===== config.mk =====
export PLATFORM = sky130hd
export DESIGN_NAME = gap_buffer_text_store_core
export DESIGN_NICKNAME = d
export VERILOG_FILES = /design/src/gbts_pkg.sv /design/src/gbts_ctrl.sv /design/src/gbts_dp.sv /design/src/gap_buffer_text_store_core.sv
export SDC_FILE = /design/constraint.sdc
export NUM_CORES = 1
export LEC_CHECK = 0
export ABC_AREA = 1
export BUFFER_PORTS_ARGS = -buffer_cell sky130_fd_sc_hd__buf_4
export CELL_PAD_IN_SITES_DETAIL_PLACEMENT = 1
export CELL_PAD_IN_SITES_GLOBAL_PLACEMENT = 1
export CORE_UTILIZATION = 50
export DETAILED_ROUTE_END_ITERATION = 7
export HOLD_SLACK_MARGIN = 0.12
export PLACE_DENSITY_LB_ADDON = 0.1
export RECOVER_POWER = 50
export SYNTH_ARGS = -nofsm -noshare
export SYNTH_HDL_FRONTEND = slang
export SYNTH_HIERARCHICAL = 1
export SYNTH_SLANG_ARGS = --single-unit

===== constraint.sdc =====
create_clock -name clk -period 5.7 [get_ports clk]
set_clock_uncertainty 0.1 [all_clocks]
set_input_delay 0.57 -clock clk [delete_from_list [all_inputs] [get_ports clk]]
set_output_delay 0.57 -clock clk [all_outputs]
set_load 0.05 [all_outputs]

===== src/gbts_pkg.sv =====
// Shared types and constants for the gap buffer text store.
// Used by the controller, the datapath, the top level and the checker.
// No dependencies.
package gbts_pkg;

  // Default number of character cells
  localparam int CAPACITY_DEF = 64;

  // Byte held by every cell after reset, and the reset value of fill_char
  localparam logic [7:0] FILL_RESET = 8'd95;

  // Packed stream widths
  localparam int IN_W  = 24;
  localparam int OUT_W = 32;

  // Request commands
  typedef enum logic [1:0] {
    CMD_INSERT = 2'd0,
    CMD_DELETE = 2'd1,
    CMD_MOVE   = 2'd2,
    CMD_READ   = 2'd3
  } cmd_t;

  // Result status codes
  typedef enum logic [1:0] {
    STAT_OK     = 2'd0,
    STAT_FULL   = 2'd1,
    STAT_NO_DEL = 2'd2
  } stat_t;

  // Controller states
  typedef enum logic [2:0] {
    ST_CLEAR,
    ST_IDLE,
    ST_SEEK,
    ST_FETCH,
    ST_COPY,
    ST_OP,
    ST_RESULT
  } state_t;

  // Controller to datapath commands
  typedef struct packed {
    logic load;          // capture the accepted request
    logic clear_step;    // write one cell of the post-reset clearing pass
    logic step_read;     // read shift source, write fill into it
    logic step_copy;     // write fetched byte to shift target, move edges
    logic step_relabel;  // move edges across an empty gap
    logic do_op;         // insert, delete or issue the cell read
    logic load_out;      // load the result register
  } ctrl_cmd_t;

  // Datapath to controller status
  typedef struct packed {
    logic clear_last;    // clearing pass at its last cell
    logic is_read;       // held request is a cell read
    logic at_target;     // gap sits at the requested position
    logic gap_open;      // gap holds at least one cell
    logic out_busy;      // result register occupied and not taken this cycle
  } dp_stat_t;

endpackage


===== src/gbts_ctrl.sv =====
// Controller state machine of the gap buffer text store.
// Sequences clearing, gap shifting, the command itself and the result.
// Depends on gbts_pkg.
module gbts_ctrl (
  input  logic                 clk,
  input  logic                 rst,
  input  logic                 s_tvalid,
  output logic                 s_tready,
  input  gbts_pkg::dp_stat_t   stat,
  output gbts_pkg::ctrl_cmd_t  cmd
);

  gbts_pkg::state_t state;
  gbts_pkg::state_t state_next;

  // State register
  always_ff @(posedge clk) begin
    if (rst) begin
      state <= gbts_pkg::ST_CLEAR;
    end else begin
      state <= state_next;
    end
  end

  // Next state and command decode
  always_comb begin
    state_next = state;
    cmd        = '0;
    s_tready   = 1'b0;
    case (state)
      gbts_pkg::ST_CLEAR: begin
        cmd.clear_step = 1'b1;
        if (stat.clear_last) begin
          state_next = gbts_pkg::ST_IDLE;
        end
      end
      gbts_pkg::ST_IDLE: begin
        s_tready = 1'b1;
        if (s_tvalid) begin
          cmd.load   = 1'b1;
          state_next = gbts_pkg::ST_SEEK;
        end
      end
      gbts_pkg::ST_SEEK: begin
        // reads never move the gap
        if (stat.is_read || stat.at_target) begin
          state_next = gbts_pkg::ST_OP;
        end else if (stat.gap_open) begin
          state_next = gbts_pkg::ST_FETCH;
        end else begin
          cmd.step_relabel = 1'b1;
        end
      end
      gbts_pkg::ST_FETCH: begin
        cmd.step_read = 1'b1;
        state_next    = gbts_pkg::ST_COPY;
      end
      gbts_pkg::ST_COPY: begin
        cmd.step_copy = 1'b1;
        state_next    = gbts_pkg::ST_SEEK;
      end
      gbts_pkg::ST_OP: begin
        cmd.do_op  = 1'b1;
        state_next = gbts_pkg::ST_RESULT;
      end
      gbts_pkg::ST_RESULT: begin
        if (!stat.out_busy) begin
          cmd.load_out = 1'b1;
          state_next   = gbts_pkg::ST_IDLE;
        end
      end
      default: begin
        state_next = gbts_pkg::ST_IDLE;
      end
    endcase
  end

endmodule


===== src/gbts_dp.sv =====
// Datapath of the gap buffer text store: cell memory, gap edges, request
// and result registers. Driven by gbts_ctrl. Depends on gbts_pkg.
module gbts_dp #(
  parameter int CAPACITY = gbts_pkg::CAPACITY_DEF
) (
  input  logic                        clk,
  input  logic                        rst,
  input  logic [gbts_pkg::IN_W-1:0]   s_tdata,
  input  logic                        cfg_valid,
  input  logic [7:0]                  cfg_data,
  input  gbts_pkg::ctrl_cmd_t         cmd,
  output gbts_pkg::dp_stat_t          stat,
  output logic                        m_tvalid,
  input  logic                        m_tready,
  output logic [gbts_pkg::OUT_W-1:0]  m_tdata
);

  localparam int AW = (CAPACITY > 1) ? $clog2(CAPACITY) : 1;
  localparam int EW = $clog2(CAPACITY + 1);
  localparam int CW = (EW > 7) ? EW : 7;
  localparam logic [AW-1:0] LAST_ADDR = AW'(CAPACITY - 1);
  localparam logic [EW-1:0] CAP_E     = EW'(CAPACITY);
  localparam logic [CW-1:0] CAP_C     = CW'(CAPACITY);

  // Cell memory and registered read data
  logic [7:0]      mem [CAPACITY];
  logic [7:0]      rdata;

  // Gap edges: left is the first gap cell, rp1 is one past the last gap cell
  logic [EW-1:0]   left;
  logic [EW-1:0]   rp1;

  logic [7:0]      fill_char;
  logic [AW-1:0]   clr_cnt;

  // Held request
  gbts_pkg::cmd_t  op_cmd;
  logic [EW-1:0]   target;
  logic [7:0]      op_char;
  logic [5:0]      op_ridx;
  gbts_pkg::stat_t op_status;
  logic            rd_hit;

  // Result register
  logic                       out_valid;
  logic [gbts_pkg::OUT_W-1:0] out_data;

  // Request fields
  logic [1:0] in_command;
  logic [6:0] in_position;
  logic [7:0] in_char;
  logic [5:0] in_ridx;
  assign in_command  = s_tdata[1:0];
  assign in_position = s_tdata[8:2];
  assign in_char     = s_tdata[16:9];
  assign in_ridx     = s_tdata[22:17];

  // Gap geometry
  logic [CW-1:0] tl;
  logic [CW-1:0] pos_ext;
  logic [EW-1:0] target_next;
  logic          seek_down;
  logic          gap_open;
  logic          full;
  logic          at_end;
  logic [EW-1:0] left_m1;
  logic [EW-1:0] rp1_m1;
  logic [AW-1:0] src_addr;
  logic [AW-1:0] dst_addr;
  logic [CW-1:0] ridx_ext;
  logic          ridx_hit;

  assign tl          = CAP_C - CW'(rp1) + CW'(left);
  assign pos_ext     = CW'(in_position);
  assign target_next = (pos_ext > tl) ? EW'(tl) : EW'(pos_ext);
  assign seek_down   = target < left;
  assign gap_open    = rp1 > left;
  assign full        = rp1 == left;
  assign at_end      = rp1 == CAP_E;
  assign left_m1     = left - EW'(1);
  assign rp1_m1      = rp1 - EW'(1);
  assign src_addr    = seek_down ? left_m1[AW-1:0] : rp1[AW-1:0];
  assign dst_addr    = seek_down ? rp1_m1[AW-1:0] : left[AW-1:0];
  assign ridx_ext    = CW'(op_ridx);
  assign ridx_hit    = ridx_ext < CAP_C;

  // Memory port select
  logic          we;
  logic [AW-1:0] waddr;
  logic [7:0]    wdata;
  logic          re;
  logic [AW-1:0] raddr;

  always_comb begin
    we    = 1'b0;
    waddr = src_addr;
    wdata = fill_char;
    re    = 1'b0;
    raddr = src_addr;
    if (cmd.clear_step) begin
      we    = 1'b1;
      waddr = clr_cnt;
      wdata = gbts_pkg::FILL_RESET;
    end else if (cmd.step_read) begin
      // read-first: the old byte comes out while fill goes in
      we = 1'b1;
      re = 1'b1;
    end else if (cmd.step_copy) begin
      we    = 1'b1;
      waddr = dst_addr;
      wdata = rdata;
    end else if (cmd.do_op) begin
      case (op_cmd)
        gbts_pkg::CMD_INSERT: begin
          we    = !full;
          waddr = left[AW-1:0];
          wdata = op_char;
        end
        gbts_pkg::CMD_DELETE: begin
          we    = !at_end;
          waddr = rp1[AW-1:0];
        end
        gbts_pkg::CMD_READ: begin
          re    = ridx_hit;
          raddr = ridx_ext[AW-1:0];
        end
        default: begin
        end
      endcase
    end
  end

  // Cell memory
  always_ff @(posedge clk) begin
    if (we) begin
      mem[waddr] <= wdata;
    end
    if (re) begin
      rdata <= mem[raddr];
    end
  end

  // Gap edges, fill byte and clearing counter
  always_ff @(posedge clk) begin
    if (rst) begin
      left      <= '0;
      rp1       <= CAP_E;
      fill_char <= gbts_pkg::FILL_RESET;
      clr_cnt   <= '0;
    end else begin
      if (cfg_valid) begin
        fill_char <= cfg_data;
      end
      if (cmd.clear_step) begin
        clr_cnt <= clr_cnt + AW'(1);
      end
      if (cmd.step_copy || cmd.step_relabel) begin
        if (seek_down) begin
          left <= left_m1;
          rp1  <= rp1_m1;
        end else begin
          left <= left + EW'(1);
          rp1  <= rp1 + EW'(1);
        end
      end else if (cmd.do_op) begin
        if (op_cmd == gbts_pkg::CMD_INSERT && !full) begin
          left <= left + EW'(1);
        end
        if (op_cmd == gbts_pkg::CMD_DELETE && !at_end) begin
          rp1 <= rp1 + EW'(1);
        end
      end
    end
  end

  // Held request and command status
  always_ff @(posedge clk) begin
    if (cmd.load) begin
      op_cmd  <= gbts_pkg::cmd_t'(in_command);
      target  <= target_next;
      op_char <= in_char;
      op_ridx <= in_ridx;
    end
    if (cmd.do_op) begin
      rd_hit <= (op_cmd == gbts_pkg::CMD_READ) && ridx_hit;
      if (op_cmd == gbts_pkg::CMD_INSERT && full) begin
        op_status <= gbts_pkg::STAT_FULL;
      end else if (op_cmd == gbts_pkg::CMD_DELETE && at_end) begin
        op_status <= gbts_pkg::STAT_NO_DEL;
      end else begin
        op_status <= gbts_pkg::STAT_OK;
      end
    end
  end

  // Result packing
  logic [CW-1:0] left_c;
  logic [CW-1:0] last_c;
  logic [7:0]    rd_out;
  assign left_c = CW'(left);
  assign last_c = CW'(rp1) - CW'(1);
  assign rd_out = rd_hit ? rdata : 8'd0;

  // Result register
  always_ff @(posedge clk) begin
    if (rst) begin
      out_valid <= 1'b0;
    end else if (cmd.load_out) begin
      out_valid <= 1'b1;
    end else if (m_tready) begin
      out_valid <= 1'b0;
    end
  end

  always_ff @(posedge clk) begin
    if (cmd.load_out) begin
      out_data <= {1'b0, tl[6:0], last_c[6:0], left_c[6:0], rd_out, op_status};
    end
  end

  assign m_tvalid = out_valid;
  assign m_tdata  = out_data;

  assign stat.clear_last = clr_cnt == LAST_ADDR;
  assign stat.is_read    = op_cmd == gbts_pkg::CMD_READ;
  assign stat.at_target  = target == left;
  assign stat.gap_open   = gap_open;
  assign stat.out_busy   = out_valid && !m_tready;

endmodule


===== src/gap_buffer_text_store_core.sv =====
// Top level of the gap buffer text store: controller plus datapath.
// Depends on gbts_pkg, gbts_ctrl and gbts_dp.
//
// A gap buffer of CAPACITY byte cells whose gap is the cursor. After reset the
// block runs a clearing pass that writes 95 into every cell; no request is
// taken during it, while fill_char writes on the cfg channel are taken at any
// time outside reset (cfg_ready is high whenever rst is low). One request is
// worked on at a time. After a request is accepted, the gap is shifted one
// character at a time by check, fetch and copy steps while it holds cells, or
// relabelled one position at a time when the buffer is full; then the command
// is done and its result is loaded. The next request can be taken in the cycle
// after the result is loaded. Fetch and copy are separate steps since the cell
// memory has a registered read and does one read and one write per cycle.
// Reads skip the gap shift. The next request is taken while a result still
// waits in the output register.
module gap_buffer_text_store_core #(
  parameter int CAPACITY = gbts_pkg::CAPACITY_DEF
) (
  input  logic                        clk,
  input  logic                        rst,
  input  logic                        s_tvalid,
  output logic                        s_tready,
  // [1:0] command, [8:2] position, [16:9] char_in, [22:17] read_index, [23] zero
  input  logic [gbts_pkg::IN_W-1:0]   s_tdata,
  output logic                        m_tvalid,
  input  logic                        m_tready,
  // [1:0] status, [9:2] read_data, [16:10] gap_start, [23:17] gap_last,
  // [30:24] text_length, [31] zero
  output logic [gbts_pkg::OUT_W-1:0]  m_tdata,
  input  logic                        cfg_valid,
  output logic                        cfg_ready,
  input  logic [7:0]                  cfg_data
);

  gbts_pkg::ctrl_cmd_t cmd;
  gbts_pkg::dp_stat_t  stat;

  assign cfg_ready = !rst;

  gbts_ctrl u_ctrl (
    .clk      (clk),
    .rst      (rst),
    .s_tvalid (s_tvalid),
    .s_tready (s_tready),
    .stat     (stat),
    .cmd      (cmd)
  );

  gbts_dp #(
    .CAPACITY (CAPACITY)
  ) u_dp (
    .clk       (clk),
    .rst       (rst),
    .s_tdata   (s_tdata),
    .cfg_valid (cfg_valid),
    .cfg_data  (cfg_data),
    .cmd       (cmd),
    .stat      (stat),
    .m_tvalid  (m_tvalid),
    .m_tready  (m_tready),
    .m_tdata   (m_tdata)
  );

endmodule


After elaboration in Yosys (flattened, before gate mapping):

Memories as Yosys holds them, arrays and structs flattened. A register that Yosys moved wholly into a read port is not among the register bits.
Cells that the tools add are included.

* add/subtract/negate cells: 7
* multipliers: 0
* divide/modulo/power cells: 0
* $lt $le $gt $ge: 4
* eq/ne operators: 16
* shifts and indexed selects: 0
* multiplexer cells: 59
* bitwise logic cells: 0
* reduce and logical (&&, ||, !) cells: 21

Operators by type and width (count)
* two-way mux 6 bit: 11
* two-way mux 7 bit: 9
* two-way mux 8 bit: 5
* two-way mux 1 bit: 25
* one-hot mux 3 bit (7 select lines): 1
* two-way mux 3 bit: 5
* adder 7 x 1 -> 7 bit (second input constant): 2
* == test 7 bit: 2
* greater-than comparator 7 bit: 2
* subtractor 7 x 1 -> 7 bit (second input constant): 2
* one-hot mux 6 bit (2 select lines): 1
* == test 3 bit (second input constant): 3
* nonzero test 2 bit: 4
* adder 7 bit: 1
* == test 7 bit (second input constant): 1
* less-than comparator 6 x 7 -> 1 bit (second input constant): 1
* less-than comparator 7 bit: 1
* subtractor 7 bit (first input constant): 1
* adder 6 x 1 -> 6 bit (second input constant): 1
* == test 3 x 2 -> 1 bit (second input constant): 2
* == test 6 bit (second input constant): 1
* logical AND 1 bit: 6
* inequality test 2 bit (second input constant): 3
* logical NOT 1 bit: 4
* other kinds (11): 13

* bits in registers: 89
* latch bits: 0
* memory bits (writable): 512
* ROM bits: 0
* input port bits: 37
* output and inout bits: 35
* logic and storage cells: 122
* memories kept: 1

Memory list
* u_dp.mem: words 64, width 8, read ports 1, clocked after memory_dff 1, write ports 1, RTL line gbts_dp.sv:26 `logic [7:0] mem [CAPACITY];`

Longest topological paths before layout:

* word-level depth: 9
* mapped depth: 21
* depth with buffers taken out: 19

Cells and area by module:

The synthesis kept the hierarchy.

Modules (own cells, without submodules)
* gbts_dp: instances 1, cells an instance 2803, area an instance 27840.5 sq um, seq. area each 17907.2 sq um
* gbts_ctrl: instances 1, cells an instance 62, area an instance 337.8 sq um, seq. area each 60.1 sq um
* gap_buffer_text_store_core: instances 1, cells an instance 1, area an instance 3.8 sq um, seq. area each 0.0 sq um

Worst setup path before layout:

Ideal clock, no wire load.

* kind: register -> register
* start: register u_ctrl.state[1]
* end: memory u_dp.mem[0][7], data pin
* setup time: 721 ps
* arrival: 4230 ps
* required time: 4879 ps
* setup slack: 650 ps
* cell stages (with the launch flop): 10
* path buffers: 2
* period minus slack after synthesis: 5050 ps
* path through: dfxtp_1 > buf_6 > inv_2 > nand2_1 > nor2_1 > nand2_1 > nor2_1 > clkbuf_1 > o21ai_1 > a211oi_1

RTL lines
* from (decl): RTL line gbts_ctrl.sv:13 `gbts_pkg::state_t state;`
* from (signal assigned): RTL line gbts_ctrl.sv:19 `state <= gbts_pkg::ST_CLEAR;`
* from (signal assigned): RTL line gbts_ctrl.sv:21 `state <= state_next;`
* to (decl): RTL line gbts_dp.sv:26

==> metrics.md <==
| Metric | Value |
|---|---|
| Gr ovfl total | 0 |
| Arrival time of the worst setup path | ~5300 ps |
| Initial cell density of the core | approximately half |
| Sequential fraction of design power | between 30% and 40% |
| Power share of the combinational group | around a third |
| Final-layout worst hold slack | between 150 and 200 ps |
| DIE WIDTH | between 200 and 250 um |
| Startpoint types | register |
| Source of the worst hold timing path | cfg_valid |
| Area taken by flip-flops and latches | 18000 um2 |
| HPWL Detailed | 50.3 mm |
| Final Critical Period | 5050 ps |
| Antenna cells | 0 |
| Clk buf depth | 3 |
| Total via count after detailed routing | 20700 |
| Relative slew slack | -37.3% |
| Number of max-slew violations in the final report | ~500 |
| Final count of hold timing violations | 0 |
| Clock transition at the registers of the reported paths | about 60 ps |
| Share of flip-flops with an asynchronous set or reset after synthesis | 0% |
| DIE AREA | ~57000 um2 |
| Top Ports | 72 |
| Final clock period utilization by the worst path | about 90% |
| Sequence of cells on the critical path | inv_2, nand2_1, nor2_1, nand2_1, nor2_1, clkbuf_1, o21ai_0, a21oi_1, o21ai_1, buf_4 |
| Critical path endpoint category | register |
| Die boundary height | 239 um |
| First element of the critical path | u_ctrl/state[1] |
| Sequential element share of the synthesized area | between 60% and 70% |
| Switching share of power | 37.9% |
| Num rows | 86 |
| First DRT Iteration DRCs | between 1500 and 2000 |
| Dominant delay contributor by cell family on the critical path | compound AO/OA/AOI/OAI gates |
| Dominant register cell in the synthesized netlist | sky130_fd_sc_hd__edfxtp_1 |
| Number of violations of the max-capacitance limit | 9 |
| Total power | about 15 mW |
| Library cells used by synthesis | 50 |
| End-of-flow core utilization | 57.2% |
| Cell with the largest stage delay on the worst path | sky130_fd_sc_hd__o21ai_0 |
| Total number of yosys warnings | 6 |
| Inserted Clock Buffers | 67 |
| Type of the worst min-delay path | input port to register |
| Layout filler cell count | 6090 |
| Met1 wire length | ~35 mm |
| DRT Pass-1 Iters | 5 |
| Leakage dissipation | around 13 nW |
| Commonest non-fill, non-tap cell in the layout | sky130_fd_sc_hd__nand2_1 |
| Top sig layer | met4 |
| Routed length per instance | between 20 and 25 um |
| Most frequent cells in the layout | sky130_fd_sc_hd__nand2_1, sky130_fd_sc_hd__nand3_1, sky130_fd_sc_hd__edfxtp_1 |
| Internal power of the cells | approximately 9.2 mW |
| All-Layer GR Usage | 29.5% |
| Final setup TNS | 0 ps |
| Violated checks | max-capacitance violations, max-slew violations |
| Highest clock rate | between 150 and 200 MHz |
| Routability cong. | ~0.87 |
| Synth Instances | 2866 |
| Transition time of the tightest slew-check pin | roughly 2000 ps |
| Number of flops mapped to enable cells by yosys | roughly 580 |
| Pin count of the biggest net entering global routing | roughly 130 |
| Routed wire length on met2 | 41.2 mm |
| Initial antenna violation count | 0 |
| Number of port buffers | just under 70 |
| Sinks on Clock Net | 609 |
| Share of total power in the clock network | 28.7% |
| Via-per-instance ratio | roughly 5.5 |
| DRC violation count after routing | 0 |
| Status | finished with violations |
| Post-layout net count | 3027 |
| Setup-failing EPs final | 0 |
| Crit path largest cell delay | approximately 1200 ps |
| Netlist area before placement | around 28000 um2 |
| Met3 Routed Length | between 4 and 5 mm |
| DRT Wirelength | a little over 80 mm |
| Net count of the mapped netlist | 2942 |
| Largest fanout on the critical path | 44 |
| Number of nets still failing antenna checks after routing | 0 |
| Share of final-layout standard cells stronger than drive strength 1 | around 6.6% |
| Area growth from synthesis to final layout | 12.5% |
| RSZ-0062 raised after global routing | false |
| Post-CTS setup buffer count | 0 |
| Worst endpoint required time | around 6000 ps |
| Vias in the first global route | between 20000 and 25000 |
| Count of H-tree levels built during CTS | 3 |
| Power Density | 467 nW/um2 |
| Peak supply drop | around 0.25 mV |
| Flip-flop and latch count after synthesis | 609 |
| Psw | roughly 5.6 mW |
| Crit path buffers/inverters | 3 |
| Clock network latency to the later pin of the worst-skew pair | just over 600 ps |
| First-pass GRT wire length | 126 mm |
| Multi-input logic area | 7480 um2 |
| Average cell area after synthesis | 9.83 um2 |
| Clock tree from TritonCTS | done |
| Startpoint of the most critical register-to-register path | u_ctrl/state[1] |
| Core outline area | between 50000 and 60000 um2 |
| Critical setup path kind | register to register |
| Cell at the root of the clock tree | sky130_fd_sc_hd__clkbuf_16 |
==> power groups by stage <==
stage / clock network, mW / logic, mW / registers [mW]
global route: 4.47 / 5.40 / 5.57
CTS: 4.32 / 4.99 / 5.54
floorplan: 0 / 3.14 / 5.62
detailed placement: 0 / 4.92 / 5.63
global placement: 0 / 4.73 / 5.61
finish: 4.25 / 5.00 / 5.56
==> routing by layer <==
metal	track usage, %	vias to the layer above
li1	-	9554
met4	9.93	0
met5	0	-
met2	51.1	592
met1	37.7	10300
met3	4.61	167
==> cells in the mapped netlist, types with 11 or more instances <==
cell                         n  area share [%]
sky130_fd_sc_hd__buf_2      52            0.92
sky130_fd_sc_hd__nor2_1    125             1.7
sky130_fd_sc_hd__inv_1     567             7.6
sky130_fd_sc_hd__nand3_1   585              10
sky130_fd_sc_hd__xor2_1     13            0.40
sky130_fd_sc_hd__nand2_1   611             8.1
sky130_fd_sc_hd__edfxtp_1  577              61
sky130_fd_sc_hd__buf_6      13            0.52
sky130_fd_sc_hd__o21ai_0    52            0.92
sky130_fd_sc_hd__clkbuf_1   44            0.59
sky130_fd_sc_hd__ha_1       38             1.7
sky130_fd_sc_hd__buf_4      11            0.29
sky130_fd_sc_hd__a21oi_1    43            0.76
sky130_fd_sc_hd__dfxtp_1    32             2.3
==> worst reg2reg max path, stage by stage (launching register included) <==
cell and delay (ps):
sky130_fd_sc_hd__dfxtp_1 540, sky130_fd_sc_hd__inv_2 80, sky130_fd_sc_hd__nand2_1 90, sky130_fd_sc_hd__nor2_1 110
sky130_fd_sc_hd__nand2_1 160, sky130_fd_sc_hd__nor2_1 80, sky130_fd_sc_hd__clkbuf_1 290, sky130_fd_sc_hd__o21ai_0 1200
sky130_fd_sc_hd__a21oi_1 200, sky130_fd_sc_hd__o21ai_1 1120, sky130_fd_sc_hd__buf_4 760
==> what timing repair did <==
item,4_1_cts,5_1_grt
hold endpoints to repair,22,0
hold buffers,23,0
gates resized for setup,0,0
==> worst paths after layout <==
kind              cells after the start  slack, ps                end
setup / recovery                     10        650    u_dp/mem[32][0]
hold / removal                        3        160  u_dp/fill_char[2]
setup reg to reg                     10        650    u_dp/mem[32][0]
hold reg to reg                       0        340    u_dp/m_tdata[0]
==> stage by stage <==
stage / setup slack, ps / std cells / cell area [um2]
final: 647 / 3745 / 31700
after global routing: 331 / 3745 / 31700
after CTS: 972 / 3745 / 31900
after detailed placement: 1050 / 3607 / 29600
after global placement: 1230 / 3607 / 29600
after floorplan: 650 / 2866 / 28200
==> flip-flops by register name, indices dropped and copies added, names as in the netlist <==
register,cells
u_dp/op_cmd,2
u_dp/op_status,2
u_dp/m_tvalid,1
u_dp/rp1,7
u_ctrl/state,3
u_dp/rdata,8
u_dp/op_char,8
u_dp/m_tdata,31
u_dp/fill_char,8
u_dp/clr_cnt,6
u_dp/mem,512
u_dp/op_ridx,6
u_dp/left,7
u_dp/rd_hit,1
u_dp/target,7
==> layout make-up <==
class	count	share of cell area (%)
clock buffers	85	5.83
clock inverters	30	0.821
inverters	577	6.83
multi-input cells	1549	23.6
flip-flops and latches	609	56.7
well taps	748	2.95
repair buffers	147	3.28
==> cell families after synthesis <==
family	count (synthesis)	synth area share (%)
xor gates and xnor gates	18	0.559
and+or+nand+nor	1351	20.9
AOI/OAI and AO/OA	140	2.85
adders and majority gates	39	1.76
DFF	609	63.8
other	1	0.0133
buffers and inverters	708	10.2
Power figures use the tool's default switching activity.
